<file path="config.mk">
export PLATFORM = sky130hd
export DESIGN_NAME = strmi_fifo
export DESIGN_NICKNAME = d
export VERILOG_FILES = /design/src/hw/rtl/strmi_pkg.sv /design/src/hw/rtl/strmi_fifo.sv
export SDC_FILE = /design/constraint.sdc
export NUM_CORES = 1
export LEC_CHECK = 0
export ABC_AREA = 1
export BUFFER_PORTS_ARGS = -buffer_cell sky130_fd_sc_hd__buf_2
export CORE_MARGIN = 2
export CORE_UTILIZATION = 49
export DETAILED_ROUTE_END_ITERATION = 10
export PLACE_DENSITY = 0.75
export SLEW_MARGIN = 20
export SYNTH_ARGS = -nofsm -noshare
export SYNTH_HDL_FRONTEND = slang
export SYNTH_SLANG_ARGS = --single-unit
</file>
<file path="constraint.sdc">
create_clock -name clk -period 1.7 [get_ports clk]
set_clock_uncertainty 0.2 [all_clocks]
set_input_delay 0.17 -clock clk [delete_from_list [all_inputs] [get_ports clk]]
set_output_delay 0.17 -clock clk [all_outputs]
set_load 0.03 [all_outputs]
</file>
<file path="src/hw/rtl/strmi_pkg.sv">
// ----------------------------------------------------------------------------
// strmi_pkg
// Shared codes, field widths and command type for the sparse table
// range-maximum block.
// ----------------------------------------------------------------------------
package strmi_pkg;

  // fixed field widths of the channels
  localparam int REQ_W     = 2;
  localparam int POS_W     = 10;
  localparam int IN_VAL_W  = 32;
  localparam int CFG_W     = 11;
  localparam int STATUS_W  = 2;
  localparam int OUT_VAL_W = 32;
  localparam int OUT_IDX_W = 10;

  localparam logic [CFG_W-1:0] ELEM_COUNT_RST = 11'd1024;

  // request codes
  localparam logic [REQ_W-1:0] REQ_LOAD  = 2'd0;
  localparam logic [REQ_W-1:0] REQ_BUILD = 2'd1;
  localparam logic [REQ_W-1:0] REQ_QUERY = 2'd2;

  // result status codes
  localparam logic [STATUS_W-1:0] STAT_OK        = 2'd0;
  localparam logic [STATUS_W-1:0] STAT_RANGE_ERR = 2'd1;
  localparam logic [STATUS_W-1:0] STAT_NOT_BUILT = 2'd2;

  // work handed from front to back
  typedef logic [1:0] op_t;
  localparam op_t OP_LOAD  = 2'd0;
  localparam op_t OP_BUILD = 2'd1;
  localparam op_t OP_QUERY = 2'd2;
  localparam op_t OP_REPLY = 2'd3;

  typedef struct packed {
    op_t                 op;
    logic [STATUS_W-1:0] status;
  } cmd_t;

  // width that holds the element count, the configured count and the widest window
  function automatic int cnt_width(input int max_elems, input int num_levels);
    int w;
    w = $clog2(max_elems) + 1;
    if (num_levels > w) w = num_levels;
    if (CFG_W > w) w = CFG_W;
    return w;
  endfunction

endpackage

</file>
<file path="src/hw/rtl/strmi_fifo.sv">
// ----------------------------------------------------------------------------
// strmi_fifo
// Two-entry command queue between the front end and the back end.
// ----------------------------------------------------------------------------
module strmi_fifo import strmi_pkg::*; #(
  parameter int WIDTH = 8
) (
  input  logic             clk,
  input  logic             rst_n,
  input  logic             push,
  input  logic [WIDTH-1:0] wr_data,
  input  logic             pop,
  output logic [WIDTH-1:0] rd_data,
  output logic             full,
  output logic             empty
);

  localparam int DEPTH = 2;
  localparam int PW    = $clog2(DEPTH);
  localparam int NW    = $clog2(DEPTH + 1);

  logic [WIDTH-1:0] slot_r [DEPTH];
  logic [PW-1:0]    wr_ptr_r;
  logic [PW-1:0]    rd_ptr_r;
  logic [NW-1:0]    count_r;
  logic             do_push;
  logic             do_pop;

  assign full    = (count_r == NW'(DEPTH));
  assign empty   = (count_r == '0);
  assign do_push = push && !full;
  assign do_pop  = pop && !empty;
  assign rd_data = slot_r[rd_ptr_r];

  always_ff @(posedge clk) begin
    if (do_push) slot_r[wr_ptr_r] <= wr_data;
  end

  always_ff @(posedge clk) begin
    if (!rst_n) begin
      wr_ptr_r <= '0;
      rd_ptr_r <= '0;
      count_r  <= '0;
    end else begin
      if (do_push) wr_ptr_r <= wr_ptr_r + PW'(1);
      if (do_pop) rd_ptr_r <= rd_ptr_r + PW'(1);
      if (do_push && !do_pop) begin
        count_r <= count_r + NW'(1);
      end else if (do_pop && !do_push) begin
        count_r <= count_r - NW'(1);
      end
    end
  end

endmodule

</file>
* After elaboration in Yosys (flattened, before gate mapping) *
Memory sizes are Yosys's and may differ from the RTL's. A register that Yosys moved wholly into a read port is not among the register bits.
Cells that the tools add are included.

storage, ports and cells
  register bits = 4
  RAM bits = 16
  bits of input ports = 12
  output and inout port bits = 10
  word-level logic and storage cells = 25
  memories kept = 1

memories
  name    depth  width  read ports  clocked after Yosys merged registers in  wr ports  RTL line          source
  slot_r  2      8      1           1                                        1         strmi_fifo.sv:22  logic [WIDTH-1:0] slot_r [DEPTH];

cells by class
  add/sub/neg operators = 4
  equality and inequality tests = 1
  mux-type cells = 6
  reduce and logical (&&, ||, !) cells = 10

operators with widths
  cell                 number
  $logic_and 1x1->1    4
  $logic_not 1->1      4
  $mux 1               4
  $mux 2               2
  $add 1x1->1 const B  2
  $add 2x1->2 const B  1
  $eq 2x2->1 const B   1
  $logic_not 2->1      1
  $reduce_bool 2->1    1
  $sub 2x1->2 const B  1

* Depth between registers and ports, before layout *
  depth after elaboration = 7
  gate-level depth with buffers = 10
  gate-level depth less buffers = 10

* Worst setup path after synthesis *
Ideal clock, no wire load.

  path type = register to register
  start point = register count_r[0]
  end point = register count_r[1]
  setup time = 0.064 ns
  data arrival time = 1.384 ns
  required time = 1.436 ns
  slack = 0.052 ns
  cell stages (with the launch flop) = 10
  path buffers = 0
  period minus slack after synthesis = 1.648 ns
  cell sequence = dfxtp_1 -> nor2_2 -> nor2_4 -> inv_1 -> ha_1 -> inv_1 -> nand3_1 -> nand2_1 -> inv_1 -> nor2_1

between the ends
  cells in the longest elaborated chain, start to end = 6
  elaborated cells between the ends (all ways) = 15
  those cells by class = 2 x add/sub; 1 x eq/ne; 2 x mux; 10 x reduce/logical

ends and longest elaborated chain
  item                                                RTL line          source
  start, declared                                     strmi_fifo.sv:25  logic [NW-1:0] count_r;
  start signal, assigned                              strmi_fifo.sv:48  count_r <= count_r + NW'(1);
  start signal, assigned                              strmi_fifo.sv:50  count_r <= count_r - NW'(1);
  $logic_not 2->1 *                                   strmi_fifo.sv:30  assign empty = (count_r == '0);
  named net empty                                     strmi_fifo.sv:15  output logic empty
  $logic_not 1->1 *                                   strmi_fifo.sv:32  assign do_pop = pop && !empty;
  $logic_and 1x1->1 *                                 strmi_fifo.sv:32
  $logic_not 1->1                                     strmi_fifo.sv:47  if (do_push && !do_pop) begin
  $logic_and 1x1->1                                   strmi_fifo.sv:47
  $mux 2 / $reduce_bool 2->1 (equally long branches)  -

The timed path passes the listed nets; every way through them passes the cells marked *. The select of a mux whose other input is x is not followed.
A chain may end at the register's enable or synchronous reset.

==> summary.txt <==
Fmax -> 0.6224 GHz
WS Path Type -> flop to primary output
Row cnt -> 14
Tmin final -> 1.607 ns
Initial antenna violation count -> 0
Nets -> 114
Initial Utilization -> 53.90%
Post-synth top area share -> 57.83%
Syn Area/Cell -> 13.19 um^2
DRT iter0 DRCs -> 10
Fin. Hold Viols -> 0
Drt wl/cell -> 11.23 um
Tcrit/Tclk final -> 94.51%
Layout area overhead -> 32.83%
Drt pass-1 iters -> 4
Global-route usage over all layers -> 14.86%
Core area -> 1541 um^2
Worst r2r src -> count_r[1]
WP data arrival -> 1.24 ns
Synthesized flop and latch total -> 21
Status -> completed
Top post-synthesis cells by area -> edfxtp_1, dfxtp_1, mux2_2
Delay-heaviest family, CP -> flip-flops
Clk buf depth -> 2
Worst path cell trace -> mux2_2 > buf_2
Worst Hold Class -> input port to flop
Clock root buffer -> clkbuf_4
Crit start category -> flop
DRT Wirelength -> 1303 um
Number of diodes -> 0
H-tree depth -> 1
CTS tree -> done
Die H -> 45.18 um
RSZ-0062 raised after global routing -> no
Post-CTS setup buffers -> 0
I/O pin count -> 22
VDD IR max -> 0.8431 mV
P per Cell Area -> 1408 nW/um^2
Input/output buffers -> 21
Max Cap Viol -> 0
Vias/cell -> 4.750
Hold wc startpoint -> push
Clock transition at path regs -> 0.11 ns
Die width -> 45.18 um
Mapped Area -> 830.8 um^2
Gr ovfl total -> 0
Synth warn -> 0
Sequential area share after synthesis -> 69.88%
Slew @ Worst Pin -> 0.1940 ns
TritonCTS Buffers -> 3
Filler Cell Count -> 127
Vias -> 551
Fin. max-slew vios -> 0
Layout cells sized above 1 -> 45.00%
Setup violations, final -> 0
First-pass GRT wire length -> 2070 um
R2R Setup Slk -> 0.15 ns
TNS Setup -> 0 ns
Cell count after synthesis -> 63
Number of remaining DRC errors -> 0
Hpwl dp -> 926.8 um
Cell taking the most area after synthesis -> edfxtp_1
Number of buffers and inverters on the critical path -> 1
CP max-delay cell -> dfxtp_4
Sink Count -> 21
Slowest Stage Delay on Critical Path -> 0.42 ns
Place WS -> 0.08350 ns
Slew margin rel. -> 87.06%
Die Area -> 2041 um^2
Final worst slack -> 0.09334 ns
Worst-Skew Late Latency -> 0.29 ns
Vias in the first global route -> 526
Leak -> 0.4669 nW
Netlist cell types -> 16
Largest net degree at the start of global routing -> 12
Synthesized net count -> 76
Worst-path fanout max -> 8
Worst EP required -> 1.33 ns
RD Place Congestion -> 0.7292
Post-route ant nets -> 0
CP endpoint kind -> primary output
[Yosys cell counts (all sizes together)]
master / count
a21oi: 1
nand2: 6
dfxtp: 5
edfxtp: 16
nand3: 1
nor2: 11
mux2: 8
inv: 9
nand4: 1
ha: 1
o21ai: 3
buf: 1
[state kept, by name (all words and copies together), names as in the netlist, named ones only]
name / flops
slot_r: 16
count_r: 2
rd_ptr_r: 1
wr_ptr_r: 1
[worst paths after layout]
kind	depth (start not counted)	end
min reg2reg	2	rd_ptr_r
min	4	wr_ptr_r
max reg2reg	9	count_r[1]
max	2	rd_data[4]
[layout make-up]
cell class,count,area (um^2),share of cell area [%]
flip-flops and latches,21,586.8,53.17
multi-input cells,32,211.5,19.16
inverters,9,33.78,3.061
repair buffers,34,225.2,20.41
well taps,16,20.02,1.814
clock buffers,4,26.28,2.381
[layer usage]
layer,GRT usage (%),wire length [um],vias up
li1,-,-,287
met1,15.30,598,244
met2,26.00,626,16
met3,3.600,48,4
met4,10.59,28,0
met5,0,0,-
[per-stage QoR]
step	cells	utilization, %	hold WS [ns]	total power (W)	area, um^2
after floorplan	63	-	0.06887	0.001154	830.8
after global placement	103	63.64	0.1592	0.001302	980.9
after detailed placement	103	63.64	0.1639	0.001318	980.9
after CTS	116	71.27	0.02321	0.001565	1099
after global routing	116	71.59	0.07666	0.001653	1104
final	116	71.59	0.02572	0.001554	1104
[tightest hold or removal path: stages]
cell and delay, ns:
buf_2 0.08, o21ai_2 0.07, o21ai_1 0.12, nor2_1 0.05
[placed cells by master, fill, tap and decap left out]
| cell type | n |
|---|---|
| nor2_1 | 9 |
| inv_2 | 3 |
| nand4_1 | 1 |
| dfxtp_1 | 2 |
| edfxtp_1 | 16 |
| mux2_2 | 8 |
| clkbuf_1 | 1 |
| buf_4 | 4 |
| nor2_2 | 1 |
| nand2_1 | 6 |
| o21ai_1 | 2 |
| ha_1 | 1 |
| dfxtp_2 | 2 |
| clkbuf_4 | 3 |
| inv_1 | 6 |
| nand3_1 | 1 |
| buf_2 | 21 |
| dfxtp_4 | 1 |
| o21ai_2 | 1 |
| dlygate4sd3_1 | 9 |
| a21oi_1 | 1 |
| nor2_4 | 1 |
[where the power goes]
| group | internal [W] | leakage [nW] | total, W | switching [W] |
|---|---|---|---|---|
| Sequential | 0.000664 | 0.192 | 0.000734 | 0.0000700 |
| Clock | 0.0000913 | 0.0150 | 0.000229 | 0.000138 |
| Combinational | 0.000226 | 0.260 | 0.000591 | 0.000365 |
[repair_timing]
action                     CTS  global route
hold buffers                 9             0
setup endpoints to repair    8             7
resized for setup            1             3
cloned                       0             0
hold endpoints to repair    21             0
[cell families after synthesis]
group / count (synthesis) / synth area share [%]
compound gates: 4 / 2.861
flops: 21 / 69.88
fa+ha+maj: 1 / 1.506
buf+inv: 10 / 4.668
simple gates: 19 / 10.24
mux: 8 / 10.84
No activity file was read; power rests on OpenSTA's default activity.
