<file path="src/hw/rtl/strmi_pkg.sv">
// ----------------------------------------------------------------------------
// strmi_pkg
// Shared codes, field widths and command type for the sparse table
// range-maximum block.
// ----------------------------------------------------------------------------
package strmi_pkg;

  // fixed field widths of the channels
  localparam int REQ_W     = 2;
  localparam int POS_W     = 10;
  localparam int IN_VAL_W  = 32;
  localparam int CFG_W     = 11;
  localparam int STATUS_W  = 2;
  localparam int OUT_VAL_W = 32;
  localparam int OUT_IDX_W = 10;

  localparam logic [CFG_W-1:0] ELEM_COUNT_RST = 11'd1024;

  // request codes
  localparam logic [REQ_W-1:0] REQ_LOAD  = 2'd0;
  localparam logic [REQ_W-1:0] REQ_BUILD = 2'd1;
  localparam logic [REQ_W-1:0] REQ_QUERY = 2'd2;

  // result status codes
  localparam logic [STATUS_W-1:0] STAT_OK        = 2'd0;
  localparam logic [STATUS_W-1:0] STAT_RANGE_ERR = 2'd1;
  localparam logic [STATUS_W-1:0] STAT_NOT_BUILT = 2'd2;

  // work handed from front to back
  typedef logic [1:0] op_t;
  localparam op_t OP_LOAD  = 2'd0;
  localparam op_t OP_BUILD = 2'd1;
  localparam op_t OP_QUERY = 2'd2;
  localparam op_t OP_REPLY = 2'd3;

  typedef struct packed {
    op_t                 op;
    logic [STATUS_W-1:0] status;
  } cmd_t;

  // width that holds the element count, the configured count and the widest window
  function automatic int cnt_width(input int max_elems, input int num_levels);
    int w;
    w = $clog2(max_elems) + 1;
    if (num_levels > w) w = num_levels;
    if (CFG_W > w) w = CFG_W;
    return w;
  endfunction

endpackage

</file>
<file path="src/hw/rtl/strmi_front.sv">
// ----------------------------------------------------------------------------
// strmi_front
// Accepts requests, holds the element count register and the built flag,
// checks ranges and turns each request into a command for the back end.
// ----------------------------------------------------------------------------
module strmi_front import strmi_pkg::*; #(
  parameter int MAX_ELEMS   = 1024,
  parameter int NUM_LEVELS  = 11,
  parameter int VALUE_WIDTH = 32
) (
  input  logic                          clk,
  input  logic                          rst_n,
  input  logic                          in_valid,
  output logic                          in_stall,
  input  logic [REQ_W-1:0]              in_req_type,
  input  logic [POS_W-1:0]              in_position,
  input  logic [POS_W-1:0]              in_right_end,
  input  logic signed [IN_VAL_W-1:0]    in_value,
  input  logic                          cfg_valid,
  output logic                          cfg_ready,
  input  logic [CFG_W-1:0]              cfg_elem_count,
  input  logic                          q_full,
  output logic                          q_push,
  output cmd_t                          q_cmd,
  output logic [$clog2(NUM_LEVELS)+$clog2(MAX_ELEMS)-1:0] q_addr_a,
  output logic [$clog2(NUM_LEVELS)+$clog2(MAX_ELEMS)-1:0] q_addr_b,
  output logic [VALUE_WIDTH-1:0]        q_value,
  output logic [cnt_width(MAX_ELEMS, NUM_LEVELS)-1:0] active_count
);

  localparam int IW = $clog2(MAX_ELEMS);
  localparam int LW = $clog2(NUM_LEVELS);
  localparam int CW = cnt_width(MAX_ELEMS, NUM_LEVELS);

  logic [CFG_W-1:0] elem_count_r;
  logic             built_r;
  logic             built_nxt;
  logic             in_acc;

  logic [CW-1:0] left_c;
  logic [CW-1:0] right_c;
  logic [CW-1:0] len_c;
  logic [CW-1:0] span_c;
  logic [CW-1:0] right_start_c;
  logic [LW-1:0] lg;

  assign cfg_ready = 1'b1;
  assign in_stall  = q_full;
  assign in_acc    = in_valid && !q_full;
  assign q_push    = in_acc;

  assign active_count = (CW'(elem_count_r) > CW'(MAX_ELEMS)) ? CW'(MAX_ELEMS)
                                                             : CW'(elem_count_r);

  assign left_c  = CW'(in_position);
  assign right_c = CW'(in_right_end);
  assign len_c   = right_c - left_c + CW'(1);

  // level = floor(log2(len)), capped at the top level
  always_comb begin
    lg = '0;
    for (int k = 1; k < NUM_LEVELS; k++) begin
      if ((len_c >> k) != '0) lg = LW'(k);
    end
  end

  assign span_c        = CW'(1) << lg;
  assign right_start_c = right_c + CW'(1) - span_c;

  // sign-extend the loaded value to the stored width
  assign q_value = VALUE_WIDTH'(in_value);

  always_comb begin
    q_cmd.op     = OP_REPLY;
    q_cmd.status = STAT_RANGE_ERR;
    q_addr_a     = '0;
    q_addr_b     = '0;
    unique case (in_req_type)
      REQ_LOAD: begin
        if (left_c < CW'(MAX_ELEMS)) begin
          q_cmd.op     = OP_LOAD;
          q_cmd.status = STAT_OK;
          q_addr_a     = {LW'(0), IW'(left_c)};
        end
      end
      REQ_BUILD: begin
        q_cmd.op     = OP_BUILD;
        q_cmd.status = STAT_OK;
      end
      REQ_QUERY: begin
        if (left_c > right_c || right_c >= active_count) begin
          q_cmd.status = STAT_RANGE_ERR;
        end else if (!built_r) begin
          q_cmd.status = STAT_NOT_BUILT;
        end else begin
          q_cmd.op     = OP_QUERY;
          q_cmd.status = STAT_OK;
          q_addr_a     = {lg, IW'(left_c)};
          q_addr_b     = {lg, IW'(right_start_c)};
        end
      end
      default: begin
        q_cmd.status = STAT_RANGE_ERR;
      end
    endcase
  end

  // the built flag follows request order, so it is tracked here at accept time
  always_comb begin
    built_nxt = built_r;
    if (cfg_valid) begin
      built_nxt = 1'b0;
    end else if (in_acc) begin
      if (q_cmd.op == OP_LOAD) built_nxt = 1'b0;
      if (q_cmd.op == OP_BUILD) built_nxt = 1'b1;
    end
  end

  always_ff @(posedge clk) begin
    if (!rst_n) begin
      elem_count_r <= ELEM_COUNT_RST;
      built_r      <= 1'b0;
    end else begin
      if (cfg_valid) elem_count_r <= cfg_elem_count;
      built_r <= built_nxt;
    end
  end

endmodule

</file>
<file path="config.mk">
export PLATFORM = sky130hd
export DESIGN_NAME = strmi_front
export DESIGN_NICKNAME = d
export VERILOG_FILES = /design/src/hw/rtl/strmi_pkg.sv /design/src/hw/rtl/strmi_front.sv
export SDC_FILE = /design/constraint.sdc
export NUM_CORES = 1
export LEC_CHECK = 0
export ABC_AREA = 1
export BUFFER_PORTS_ARGS = -buffer_cell sky130_fd_sc_hd__buf_2
export CAP_MARGIN = 40
export CORE_MARGIN = 1
export CORE_UTILIZATION = 47
export DETAILED_ROUTE_END_ITERATION = 16
export GPL_TIMING_DRIVEN = 0
export PLACE_DENSITY = 0.91
export SLEW_MARGIN = 20
export SYNTH_ARGS = -nofsm -noshare
export SYNTH_HDL_FRONTEND = slang
export SYNTH_SLANG_ARGS = --single-unit
</file>
<file path="constraint.sdc">
create_clock -name clk -period 6.48 [get_ports clk]
set_input_delay 1.296 -clock clk [delete_from_list [all_inputs] [get_ports clk]]
set_output_delay 1.296 -clock clk [all_outputs]
set_load 0.02 [all_outputs]
</file>
* After elaboration in Yosys (flattened, before gate mapping)
Index checks and enable logic that the tools add are counted.
Word-level totals: register bits after elaboration 12, bits of input ports 70, output and inout bits 78, word-level logic and storage cells 59
Cells by class: add/sub/neg operators 4, magnitude comparators 4, equality and inequality tests 3, shift operators 1, mux-type cells 27, bitwise logic cells 1, reductions and logical operators 17
Operator list (number):
- 11-bit nonzero test | 9
- 14-bit 2-to-1 mux | 5
- 14-bit one-hot mux with 2 select lines | 1
- 4-bit 2-to-1 mux | 4
- 3-bit 2-to-1 mux | 4
- 2-bit one-hot mux with 3 select lines | 2
- 11-bit by 1-bit adder with 11-bit output (second input constant) | 1
- 10-bit by 11-bit greater-or-equal comparator with 1-bit output | 1
- 11-bit greater-than comparator (second input constant) | 1
- 10-bit by 11-bit < comparator with 1-bit output (second input constant) | 1
- 11-bit 2-to-1 mux | 1
- 10-bit by 10-bit subtractor with 11-bit output | 1
- 10-bit by 1-bit adder with 10-bit output (second input constant) | 1
- 10-bit greater-than comparator | 1
- 10-bit 2-to-1 mux | 1
- 1-bit by 4-bit left shift with 10-bit output (first input constant) | 1
- 10-bit subtractor | 1
- 2-bit 2-to-1 mux | 4
- 1-bit 2-to-1 mux | 5
- 2-bit by 1-bit equality test with 1-bit output (second input constant) | 2
- 2-bit zero test | 2
- 2-bit equality test (second input constant) | 1
- 2-bit AND reduction | 1
- 2-bit nonzero test | 1
- 5 further kinds | 5

* Depth between registers and ports, before layout
depth after elaboration 18, gate-level depth with buffers 31, depth with buffers taken out 31

* Worst setup path before layout
Ideal clock, no wire load.
kind input to output, from in in_right_end[1], to out q_addr_b[9], data arrival time 5.181 ns, data required time 5.184 ns, setup slack 0.003 ns, cell stages on the path 28, path buffers 0, cell sequence inv_1 -> ha_1 -> inv_1 -> ha_1 -> fa_1 -> nand3_1 -> nand2_2 -> nand2_2 -> nand2_2 -> nand2_2 -> nand2_2 -> nand3_1 -> nor2_2 -> nand3_1 -> nand2_1 -> nand2_1 -> nand2_2 -> nand2_4 -> nand3_1 -> ha_1 -> inv_1 -> fa_1 -> o21ai_0 -> nand4_1 -> o211ai_1 -> xor2_1 -> o21ai_0 -> a21oi_1
Between the ends: word-level cells in the longest chain between the ends 18, elaborated cells on any way between the ends 30, those cells by class add/sub (4); order compare (2); shift (1); mux (13); reduce/logical (10)
RTL lines:
- start, declared | line strmi_front.sv:17 | input logic [POS_W-1:0] in_right_end,
- 10-bit by 10-bit subtractor with 11-bit output | line strmi_front.sv:57 | assign len_c = right_c - left_c + CW'(1);
- 11-bit by 1-bit adder with 11-bit output | line strmi_front.sv:57
- 11-bit nonzero test | line strmi_front.sv:63 | if ((len_c >> k) != '0) lg = LW'(k);
- 1-bit 2-to-1 mux | line strmi_front.sv:63
- 2-bit 2-to-1 mux (2 in series) | line strmi_front.sv:63
- 3-bit 2-to-1 mux (4 in series) | line strmi_front.sv:63
- 4-bit 2-to-1 mux (3 in series) | line strmi_front.sv:63
- 1-bit by 4-bit left shift with 10-bit output | line strmi_front.sv:67 | assign span_c = CW'(1) << lg;
- 10-bit subtractor | line strmi_front.sv:68 | assign right_start_c = right_c + CW'(1) - span_c;
- 14-bit 2-to-1 mux | line strmi_front.sv:93 | end else if (!built_r) begin
- 14-bit 2-to-1 mux (*) | line strmi_front.sv:91 | if (left_c > right_c || right_c >= active_count) begin
- 14-bit 2-to-1 mux (*) | line strmi_front.sv:78 | unique case (in_req_type)
- end, declared | line strmi_front.sv:26 | output logic [$clog2(NUM_LEVELS)+$clog2(MAX_ELEMS)-1:0] q_addr_b,
Mark *: on every way between the ends. The rest lies on a longest branch, timed or not.

* Worst setup path in the final report
from in in_right_end[4], to out q_addr_b[9]
Same word-level chain as after synthesis.

==> out/qor.csv <==
stage,metric,value,unit
outcome,status,"finished, violations left",
outcome,failing checks,setup timing,
placement,GPL Wtd Cong,0.883,
synth,Synth Register Bits,12,
timing,final-report hold violation count,0,
grt,first-pass GRT wire length,13000,um
cts,clk_lat worst skew,240,ps
detailed_routing,drt first pass iters,4,
detailed_routing,violation count after the first detailed-route iteration,189,
synth,top-area cell type share of the netlist area,24.3,%
worst_setup_path,critical path launch point type,input port,
synth,register area share after synthesis,8.47,%
worst_setup_path,CP max FO,6,
floorplanning,# IOs,148,
grt,initial antenna violation count,0,
timing,Tmin final,6560,ps
finish,synthesis-to-layout area growth,44.4,%
timing,WHS,483,ps
worst_setup_path,CP Capture Type,primary output,
synth,asr flop ratio synth,0,%
timing,Setup TNS,-89.6,ps
floorplanning,Die Wd,79.7,um
finish,Final #Nets,712,
synth,Mapped Cells,446,
synth,Netlist cell types,35,
cts,TritonCTS clock tree,yes,
timing,# setup viols final,2,
floorplanning,Initial Util,50.0,%
grt,grt total ovfl,0,
cts,root buffer cell,clkbuf_8,
timing,Worst Max-Slew Pin Slew,553,ps
synth,most frequent cells after synthesis,"80 x inv_1, 59 x nand2_1, 59 x nor2_1",
worst_hold_path,hold crit path type,reg -> reg,
finish,Final Util,72.1,%
synth,Synth warnings,0,
floorplanning,full die area,0.00635,mm^2
timing,Tcrit/Tclk final,101,%
floorplanning,Core ar.,0.00568,mm^2
timing,final worst slack,-85.0,ps
timing,clock skew,0,ps
placement,Setup WS pre-CTS,-557,ps
synth,Area contributors post-synth,"ha_1 24%, inv_1 11%, buf_4 9.0%",
timing,setup repair after global routing missed its margin,yes,
detailed_routing,Vias,3436,
cts,clk sinks,12,
floorplanning,Vert. Die Dim,79.7,um
cts,Clock Path Buffers,2,
grt,pin count of the biggest net entering global routing,11,
synth,Post-Syn Area,0.00284,mm^2
pwr,cell area power density,148,mW/mm^2
pwr,Tot Pwr,0.604,mW
detailed_routing,DRC,0,
placement,port bufs,113,
grt,total track usage,25.5,%
finish,Ant. Diodes,0,
detailed_routing,vias per cell,5.25,
finish,FILL cells,424,
detailed_routing,Final ANT Viol Nets,0,
floorplanning,Rows,27,
finish,layout cells sized above 1,42.7,%
cts,CTS Buf Count,3,
cts,Clock transition at path regs,50,ps
detailed_routing,WL per Instance,14.0,um
grt,vias in the first global route,3217,
synth,Synth Flop Type,dfxtp_1,
synth,mean post-synth cell area,6.36,um^2
timing,Max Slew Vio Count,0,
synth,cell taking the most area after synthesis,ha_1,
timing,slew margin rel.,62.9,%
worst_setup_path,crit path kind,in -> out,
synth,Post-synth EDFFs,0,
synth,syn_nets,574,
pwr,Lkg Pwr,2.30,nW
synth,"count leader, synth",inv_1,
worst_setup_path,required time of the critical path,5180,ps
worst_setup_path,WP data arrival,5270,ps
detailed_routing,Routed WL,9150,um
cts,Post-CTS Hold Buffers,0,
timing,fmax,0.152,GHz
placement,Detail Placement HPWL,6440,um
cts,CTS H-tree lvls,1,
job,Max-cap violations,0,
pwr,Peak VDD IR,0.168,mV
report_power, final:
group | leakage (nW) | switching (mW) | internal, mW
clock network | 0.0288 | 0.0294 | 0.0538
logic | 2.18 | 0.248 | 0.191
registers | 0.0996 | 0.00268 | 0.0788
total | 2.30 | 0.280 | 0.324
stage by stage:
stage               cells  area [um^2]
global placement      631         3490
detailed placement    631         3490
finish                655         4090
global route          655         4090
floorplan             446         2840
CTS                   642         3700
layout by cell type, fill, tap and decap left out, drive strengths merged:
master | synthesis | layout
a21oi | 27 | 27
clkbuf | 5 | 10
and3 | 1 | 1
nand4 | 9 | 9
buf | 36 | 168
fa | 3 | 3
o2111ai | 1 | 1
nand3 | 27 | 27
o21bai | 3 | 3
a21o | 1 | 1
o211ai | 4 | 4
nor3 | 7 | 7
inv | 86 | 86
and2 | 1 | 1
xor2 | 5 | 5
o21ai | 18 | 18
a31oi | 2 | 2
nand2 | 76 | 76
xnor2 | 2 | 2
conb | 1 | 1
dfxtp | 12 | 12
ha | 55 | 55
nor2 | 60 | 60
nor4 | 1 | 1
nor3b | 1 | 1
nand3b | 2 | 2
per-layer routing:
layer	wire length [um]	vias to the layer above	share of wire [%]	track usage, %
li1	-	1664	-	-
met1	3460	1580	38	25.0
met2	4680	153	51	50.9
met3	587	39	6.4	3.54
met4	427	0	4.7	13.3
met5	0	-	0	0
state kept, by name (all words and copies together), names as in the netlist:
name,cells
built_r,1
elem_count_r,11
path summary, 6_finish.rpt:
kind | from | end | slack, ps | cells past startpoint
max | in_right_end[4] | q_addr_b[9] | -80 | 25
min | elem_count_r[1]$_SDFFE_PN0P_ | elem_count_r[1]$_SDFFE_PN0P_ | 480 | 2
max reg2reg | elem_count_r[10]$_SDFFE_PN1P_ | elem_count_r[10]$_SDFFE_PN1P_ | 5810 | 2
min reg2reg | elem_count_r[1]$_SDFFE_PN0P_ | elem_count_r[1]$_SDFFE_PN0P_ | 480 | 2
kinds of logic after synthesis:
logic type,count (synthesis),share of synthesized area (%)
buffers and inverters,127,21.6
adder cells (fa/ha/maj),58,26.4
XOR/XNOR,7,2.16
AO/OA/AOI/OAI,56,11.2
other,1,0.132
flip-flops,12,8.47
AND/OR/NAND/NOR,185,30.0
critical path: stages:
cell      delay, ps
buf_2           160
ha_1            340
ha_4            320
nand2_1          60
nor2_1          140
nand2_1         110
nand3_2          80
nand2_2          50
nand2_2         100
nand3_4         130
nor2_4          140
nand4_1         100
a21oi_1         160
ha_1            250
inv_1            60
ha_1            170
inv_1            60
fa_2            370
o21ai_4         200
nand4_1         100
o211ai_1        120
xor2_1          240
o21ai_1         120
a21oi_1         200
buf_4           170
repair_timing:
action,CTS,global route
pin swaps,11,28
setup buffers,7,13
resized for setup,21,50
setup endpoints to repair,5,4
final cells by class:
| type | count | area (um^2) | area share [%] |
|---|---|---|---|
| well taps | 72 | 90.1 | 2.20 |
| inverters | 86 | 333 | 8.13 |
| repair buffers | 133 | 756 | 18.5 |
| flip-flops and latches | 12 | 240 | 5.87 |
| multi-input cells | 307 | 2330 | 56.9 |
| clock buffers | 4 | 55.1 | 1.35 |
| plain buffers | 41 | 290 | 7.09 |
No activity file was read; power rests on OpenSTA's default activity.
